## config.mk

```make
export PLATFORM = sky130hd
export DESIGN_NAME = rfps_row_unit
export DESIGN_NICKNAME = d
export VERILOG_FILES = /design/src/rtl/core/rfps_pkg.sv /design/src/rtl/core/rfps_row_unit.sv
export SDC_FILE = /design/constraint.sdc
export NUM_CORES = 1
export LEC_CHECK = 0
export ABC_AREA = 0
export BUFFER_PORTS_ARGS = -buffer_cell sky130_fd_sc_hd__buf_2
export CAP_MARGIN = 20
export CORE_MARGIN = 3
export CORE_UTILIZATION = 45
export DETAILED_ROUTE_END_ITERATION = 16
export GPL_TIMING_DRIVEN = 0
export PLACE_DENSITY = 0.86
export SKIP_LAST_GASP = 1
export SLEW_MARGIN = 20
export SYNTH_ARGS = -nofsm -noshare
export SYNTH_HDL_FRONTEND = slang
export SYNTH_SLANG_ARGS = --single-unit
```

## constraint.sdc

```tcl
create_clock -name vclk -period 32.4
set_clock_uncertainty 0.1 [all_clocks]
set_input_delay 6.48 -clock vclk [all_inputs]
set_output_delay 6.48 -clock vclk [all_outputs]
set_load 0.01 [all_outputs]
```

## src/rtl/core/rfps_pkg.sv

```systemverilog
`default_nettype none

package rfps_pkg;

  // Sizing of the piece stores
  localparam int MAX_PIECES  = 4096;
  localparam int COUNT_BITS  = 16;
  localparam int LANES       = 8;
  localparam int ROWS        = MAX_PIECES / LANES;
  localparam int ROW_BITS    = $clog2(ROWS);
  localparam int PIECE_BITS  = 12;
  localparam int NUM_BITS    = 13;
  localparam int BEST_BITS   = COUNT_BITS + 1;
  localparam int CNT_ROW_W   = LANES * COUNT_BITS;
  localparam int PS_BITS     = 2;
  localparam int ST_ROW_W    = LANES * PS_BITS;

  localparam logic [COUNT_BITS-1:0] COUNT_TOP  = '1;
  localparam logic [BEST_BITS-1:0]  BEST_RESET = '1;
  localparam logic [NUM_BITS-1:0]   MAX_NUM    = NUM_BITS'(MAX_PIECES);

  // Register map: bit 2 of the byte address picks the register
  localparam logic REG_PIECE_COUNT = 1'b0;

  typedef enum logic [2:0] {
    OP_ADD     = 3'd0,
    OP_REMOVE  = 3'd1,
    OP_SELECT  = 3'd2,
    OP_RELEASE = 3'd3,
    OP_DONE    = 3'd4,
    OP_CORRUPT = 3'd5
  } opcode_t;

  typedef enum logic [PS_BITS-1:0] {
    PS_MISSING  = 2'd0,
    PS_PROGRESS = 2'd1,
    PS_COMPLETE = 2'd2
  } pstate_t;

  typedef enum logic [1:0] {
    RES_ACK    = 2'd0,
    RES_CHOSEN = 2'd1,
    RES_NONE   = 2'd2
  } result_t;

  typedef enum logic [1:0] {
    FSM_CLEAR,
    FSM_IDLE,
    FSM_EXEC,
    FSM_CLAIM
  } fsm_t;

  // Running best of a select sweep
  typedef struct packed {
    logic                  found;
    logic [BEST_BITS-1:0]  cnt;
    logic [PIECE_BITS-1:0] piece;
  } best_t;

endpackage

`default_nettype wire

```

## src/rtl/core/rfps_row_unit.sv

```systemverilog
`default_nettype none

// Eight-lane datapath for one memory row: count update for add/remove,
// rarest-first compare chain for select.
module rfps_row_unit (
  input  var rfps_pkg::opcode_t                 op,
  input  var logic [rfps_pkg::ROW_BITS-1:0]     row,
  input  var logic [7:0]                        bits,
  input  var logic [rfps_pkg::NUM_BITS-1:0]     n_use,
  input  var logic [rfps_pkg::CNT_ROW_W-1:0]    cnt_row,
  input  var logic [rfps_pkg::ST_ROW_W-1:0]     st_row,
  input  var rfps_pkg::best_t                   best_in,
  output var logic [rfps_pkg::CNT_ROW_W-1:0]    cnt_row_nxt,
  output var rfps_pkg::best_t                   best_out
);
  import rfps_pkg::*;

  logic [COUNT_BITS-1:0] c;
  logic [PS_BITS-1:0]    s;
  logic [PIECE_BITS-1:0] p;
  logic                  hit;

  // Lane 0 is the MSB of the byte and the lowest piece; the compare chain
  // runs in piece order so the first of equal counts wins.
  always_comb begin
    cnt_row_nxt = cnt_row;
    best_out    = best_in;
    c           = '0;
    s           = '0;
    p           = '0;
    hit         = 1'b0;
    for (int l = 0; l < LANES; l++) begin
      c   = cnt_row[l*COUNT_BITS +: COUNT_BITS];
      s   = st_row[l*PS_BITS +: PS_BITS];
      p   = {PIECE_BITS'(row) << 3} | PIECE_BITS'(l);
      hit = bits[LANES-1-l] && ({1'b0, p} < n_use);
      if (hit) begin
        case (op)
          OP_ADD: begin
            if (c != COUNT_TOP) cnt_row_nxt[l*COUNT_BITS +: COUNT_BITS] = c + 1'b1;
          end
          OP_REMOVE: begin
            if (c != '0) cnt_row_nxt[l*COUNT_BITS +: COUNT_BITS] = c - 1'b1;
          end
          OP_SELECT: begin
            if (s == PS_MISSING && (!best_out.found || {1'b0, c} < best_out.cnt)) begin
              best_out.found = 1'b1;
              best_out.cnt   = {1'b0, c};
              best_out.piece = p;
            end
          end
          default: ;
        endcase
      end
    end
  end

endmodule

`default_nettype wire

```

Word-level counts from Yosys, hierarchy flattened:

Index checks and enable logic that the tools add are counted.
W data, S select, Z words.

* $add $sub $neg: 16
* magnitude comparators: 16
* equality and inequality tests: 10
* muxes and demuxes: 56
* reductions and logical operators: 49

Operators with widths (count)
* $mux W30: 24
* $mux W16: 24
* $pmux W16 S2: 8
* $lt A16 B17 Y1: 8
* $add A16 B1 Y16 const B: 8
* $ne A16 B16 Y1 const B: 8
* $reduce_bool A16 Y1: 8
* $sub A16 B1 Y16 const B: 8
* $lt A12 B13 Y1: 8
* $logic_and A1 B1 Y1: 16
* $logic_not A2 Y1: 8
* $logic_not A1 Y1: 8
* $logic_or A1 B1 Y1: 8
* $eq A3 B1 Y1 const B: 1
* $eq A3 B2 Y1 const B: 1
* $logic_not A3 Y1: 1

* bits in registers: 0
* input bits: 207

Logic depth before layout (Yosys ltp):

Gate-level depths: netlist of run 1.

* depth in word-level cells: 48
* mapped depth: 100

Least setup slack after synthesis of run 1:

No wires, ideal clock.

* kind: in2out
* from: in n_use[10] in the netlist's numbering
* to: out best_out[14] in the netlist's numbering
* arrival: 24767 ps
* required time: 25820 ps
* slack: 1053 ps
* stages: 99
* path through: inv_1 -> ha_1 -> a211oi_2 -> o32ai_1 -> nor3_2 -> and3_1 -> clkbuf_1 -> clkbuf_1 -> a21oi_1 -> a21oi_1 -> ha_1 -> a211oi_1 -> o21ai_0 -> o2111ai_1 -> nand4_1 -> or2_2 -> a211o_1 -> clkbuf_1 -> [63 not listed] -> clkbuf_1 -> clkbuf_1 -> buf_1 -> a21oi_1 -> ha_1 -> a21o_1 -> a21o_1 -> a21o_1 -> a21o_1 -> a21o_1 -> a21oi_1 -> nand4b_1 -> nor2_1 -> a41o_1 -> clkbuf_1 -> clkbuf_1 -> a31oi_1 -> a32oi_1

RTL lines
* start, declared: RTL line rfps_row_unit.sv:9 `input var logic [rfps_pkg::NUM_BITS-1:0] n_use,`
* end, declared: RTL line rfps_row_unit.sv:14 `output var rfps_pkg::best_t best_out`

==> results of run 1 <==
[power by group]
part	internal [mW]	switching, mW
sequential	0	0
clock	0.00000000418	0
combinational	0.0773	0.124
[Yosys cell counts, types with 10 or more instances]
master and number:
o22ai_1 15, o31ai_1 45, nor4_1 34, o32a_1 12, or3_1 16, o21ai_0 112
nor3_1 61, a211oi_1 18, inv_1 95, nand4_1 50, or2_2 17, a31oi_1 41
nor2_1 155, xnor2_1 36, buf_2 10, a21o_1 64, ha_1 154, and3_1 51
mux2_2 24, a22o_1 11, mux2i_1 20, nand2_1 154, nor2b_1 12, a21oi_1 190
nand3_1 92, xor2_1 46, and2_1 18, clkbuf_1 102
[worst paths after layout]
check / start / endpoint / slack, ns
min: best_in[8] / best_out[8] / 13.17
max: row[7] / best_out[6] / 0.48
[worst min-delay path, stage by stage]
cell and delay, ns:
buf_2 0.07, mux2_2 0.12, buf_2 0.12
[layer usage]
metal	vias up	wire length (um)	global-route usage (%)
met4	4	3550	16.7
met3	294	7470	7.88
met2	1357	25000	60.5
li1	7703	-	-
met1	7886	21800	48.4
met5	-	57	1.22
[final cells by class]
type / count / area (um2)
Multi-Input combinational cell: 1609 / 11200
Fill cell: 2406 / 10000
Timing Repair Buffer: 403 / 2170
Buffer: 118 / 569
Tap cell: 324 / 405
Inverter: 95 / 360
Antenna cell: 7 / 17.5
[kinds of logic (layout without fill, tap and decap cells)]
logic type                 after synthesis  in the layout  share of synthesized area (%)
and+or+nand+nor                        717            717                           31.7
AOI/OAI and AO/OA                      612            612                           34.0
buffers and inverters                  216            616                           7.17
adders and majority gates              154            154                           16.7
xor gates and xnor gates                82             82                           6.24
muxes                                   44             44                           4.09
other                                    0              7                              0
[timing repair]
item,in CTS,in global routing
setup endpoints to repair,29,29
pin swaps,8,25
setup buffers,18,20
cloned,0,2
gates resized for setup,72,102
hold buffers,0,0
[per-stage QoR]
stage               hold WS (ns)  worst slack, ns  setup TNS (ns)  utilization, %
global route               13.19           -0.179           -2.21            59.5
finish                     13.17            0.482               0            59.5
CTS                        13.17           0.0428               0            57.2
global placement           13.17            -3.12          -85.06            55.5
floorplan                  12.94             1.05               0               -
detailed placement         13.17            -3.58          -98.34            55.6
==> out/metrics.yaml, run 1 <==
finalCritPeriodShare_pct: 98.5
firstDrtPassIters: 8
cp_common_cell: "a21o_1"
rows: 57
synthesis.area_um2: 11500
ir_worst_vdd_mv: 0.00793
cp_data_required_time_ns: 25.82
power_leakage_nw: 6.77
placed_cells: 2512
drt_iter0_markers: 2277
synth_cells: 1825
fin_cells: 2556
grt_overflow: 0
routed_wl_um: 57900
place_congestion: 1.04
slew_violations: 0
syn_nets: 2186
relSlewSlack_pct: 20.8
critPathCaptureType: "output pin"
core_area_um2: 24700
vias: 17200
wire_per_inst_um: 22.7
io_pins: 365
hold_class: "in -> out"
synth_top_cell_by_area: "ha_1"
worstPathArrival_ns: 25.34
crit_buf_inv: 13
slowest_delay_ns: 0.49
path_delay_family: "compound AO/OA/AOI/OAI gates"
powerDensity_nw_per_um2: 13.7
synth.top_cell.area_share_pct: 16.7
antenna_found_initial: 8
post_dp_cell_area_um2: 13800
flops_and_latches: 0
yosysWarnings: 0
grt.total_usage_pct: 37.6
critPathSlowestCell: "o31ai_1"
num-nets-final: 2588
n_clock_buffer: 0
avgSynthCellArea_um2: 6.30
finalSetupViolations: 0
cap_violations: 0
synthTopCellsByArea: "ha_1 17%, a21oi_1 8.3%, nor2_1 5.1%, nand2_1 5.0%, o21ai_0 4.9%"
die_x_um: 166
drive_gt1_share_pct: 25.3
via_per_inst: 6.75
area_growth_pct: 28.0
finalInstanceArea_um2: 14700
start_kind: "input port"
period_needed_ns: 31.92
regArea_um2: 0
synth_cell_type_count: 78
cp.depth: 95
worst_pin_slew_ns: 1.19
hold_viol: 0
antenna_left: 0
initial_core_util_pct: 46.5
fp.dieH_um: 166
dp_hpwl_um: 46300
grt_first_pass_wirelength_um: 86000
numPortBuffers: 363
final_common_cell: "buf_2"
p_total_mw: 0.201
die_area_um2: 27500
worstSetupPathType: "in -> out"
max_freq_ghz: 0.0313
drc: 0
ys_seq_area_share_pct: 0
grt_pass1_vias: 15600
path_max_fanout: 10
min_path_cells: 3
mostFrequentLayoutCells: "371 x buf_2, 174 x a21oi_1, 154 x nand2_1"
grt_max_degree: 11
status: "complete, no violations"
Note: power is estimated with default switching activity, not from simulation.
==> run 2, diff against run 1 <==
Settings changed: BUFFER_PORTS_ARGS -buffer_cell sky130_fd_sc_hd__buf_2 to default, DONT_BUFFER_PORTS from default to 1, PLACE_DENSITY 0.86 to 0.73.
==> run 2 against run 1 <==
Compared with the run above: die area stayed put; power decreased by 22%; cell count is 15% lower; non-clock buffer count down 378; routed wire length fell by 5.2%; core utilization shrank 8.4 points; critical endpoint is now best_out[13]; largest power group unchanged; highest routed layer unchanged.
==> out/metrics.yaml, run 2 (synthesis results as in run 1) <==
status: "complete, no violations"
grt_overflow: 0
critPathCaptureType: "output pin"
worst_pin_slew_ns: 1.25
antenna_found_initial: 9
routed_wl_um: 54900
cp-endpoint: "best_out[13]"
die_area_um2: 27500
hold_viol: 0
die_x_um: 166
fp.dieH_um: 166
numPortBuffers: 0
post_dp_cell_area_um2: 12000
antenna_left: 0
power.switching_mw: 0.0995
critPathSlowestCell: "o31ai_1"
flops_and_latches: 0
num-nets-final: 2210
worstPathArrival_ns: 25.09
fin_cells: 2180
cts_hold_buf: 0
via_per_inst: 7.10
slowest_delay_ns: 0.47
final_common_cell: "a21oi_1"
vias: 15500
drt_iter0_markers: 2107
drc: 0
holdWs_ns: 12.94
comb_power_share_pct: 100.0
power.share.clock_pct: 0
dp_hpwl_um: 44200
finalSetupViolations: 0
power.internal_mw: 0.0580
grt_pass1_vias: 14100
switching_share_pct: 63.2
post-place-ws_ns: -3.24
fillers: 2556
timing.setup.tns_ns: 0
grt.total_usage_pct: 36.4
powerDensity_nw_per_um2: 12.4
wire_per_inst_um: 25.2
hold_class: "in -> out"
n_clock_buffer: 0
area_growth_pct: 9.98
core_area_um2: 24700
cp_common_cell: "a21o_1"
placed_cells: 2151
place_congestion: 1.02
seqPwrFrac_pct: 0
drive_gt1_share_pct: 9.47
startpoint: "best_in[27]"
path_max_fanout: 10
mostFrequentLayoutCells: "180 x a21oi_1, 154 x nand2_1, 154 x ha_1"
grt_first_pass_wirelength_um: 81900
ir_worst_vdd_mv: 0.00711
io_pins: 365
initial_core_util_pct: 46.5
start_kind: "input port"
final_util_pct: 51.1
firstDrtPassIters: 7
finalCritPeriodShare_pct: 97.7
p_total_mw: 0.157
worstSetupPathType: "in -> out"
max_freq_ghz: 0.0316
slew_violations: 0
relSlewSlack_pct: 16.9
cp_data_required_time_ns: 25.82
power_leakage_nw: 5.25
cap_violations: 0
grt_max_degree: 11
finalInstanceArea_um2: 12700
regArea_um2: 0
rows: 57
period_needed_ns: 31.67
fin_ws_ns: 0.734
run 2: power groups by stage:
stage	combinational [mW]	clock [mW]	sequential (mW)
global route	0.170	0.0000000249	0
global placement	0.139	0	0
finish	0.157	0.0000000375	0
detailed placement	0.143	0	0
floorplan	0.105	0	0
CTS	0.149	0	0
run 2: worst min path at each step:
stage / slack, ns / start / endpoint / depth (start not counted)
2_1_floorplan: 12.94 / cnt_row[103] / cnt_row_nxt[103] / 1
3_3_place_gp: 12.95 / cnt_row[70] / cnt_row_nxt[70] / 1
3_5_place_dp: 12.95 / cnt_row[58] / cnt_row_nxt[58] / 1
4_1_cts: 12.95 / cnt_row[58] / cnt_row_nxt[58] / 1
5_1_grt: 12.94 / cnt_row[57] / cnt_row_nxt[57] / 1
6_report: 12.94 / cnt_row[58] / cnt_row_nxt[58] / 1
run 2: cell type report:
class	count	area (um2)	area share (%)
repair buffers	25	205	1.62
well taps	324	405	3.20
multi-input cells	1609	11100	87.7
plain buffers	118	561	4.43
diodes	9	22.5	0.178
inverters	95	360	2.85
run 2: metal layers:
metal | routed length, um | global-route usage, % | vias up | part of all wire [%]
met3 | 7500 | 11.1 | 224 | 14
li1 | - | - | 6943 | -
met5 | 13 | 0 | - | 0.024
met4 | 3270 | 16.0 | 2 | 6.0
met2 | 23400 | 57.5 | 1172 | 43
met1 | 20700 | 45.7 | 7142 | 38
run 2: worst max-delay path: cells and delay by family:
kind                     cells  cell delay (ns)
AO/OA/AOI/OAI               46             8.63
AND/OR/NAND/NOR             23             4.75
adder cells (fa/ha/maj)      8             2.34
buffers and inverters       14             2.08
multiplexers                 2             0.75
run 2: what timing repair did:
item / in CTS / in global routing
pin swaps: 12 / 23
setup buffers: 14 / 9
setup endpoints to repair: 29 / 29
gates resized for setup: 69 / 83
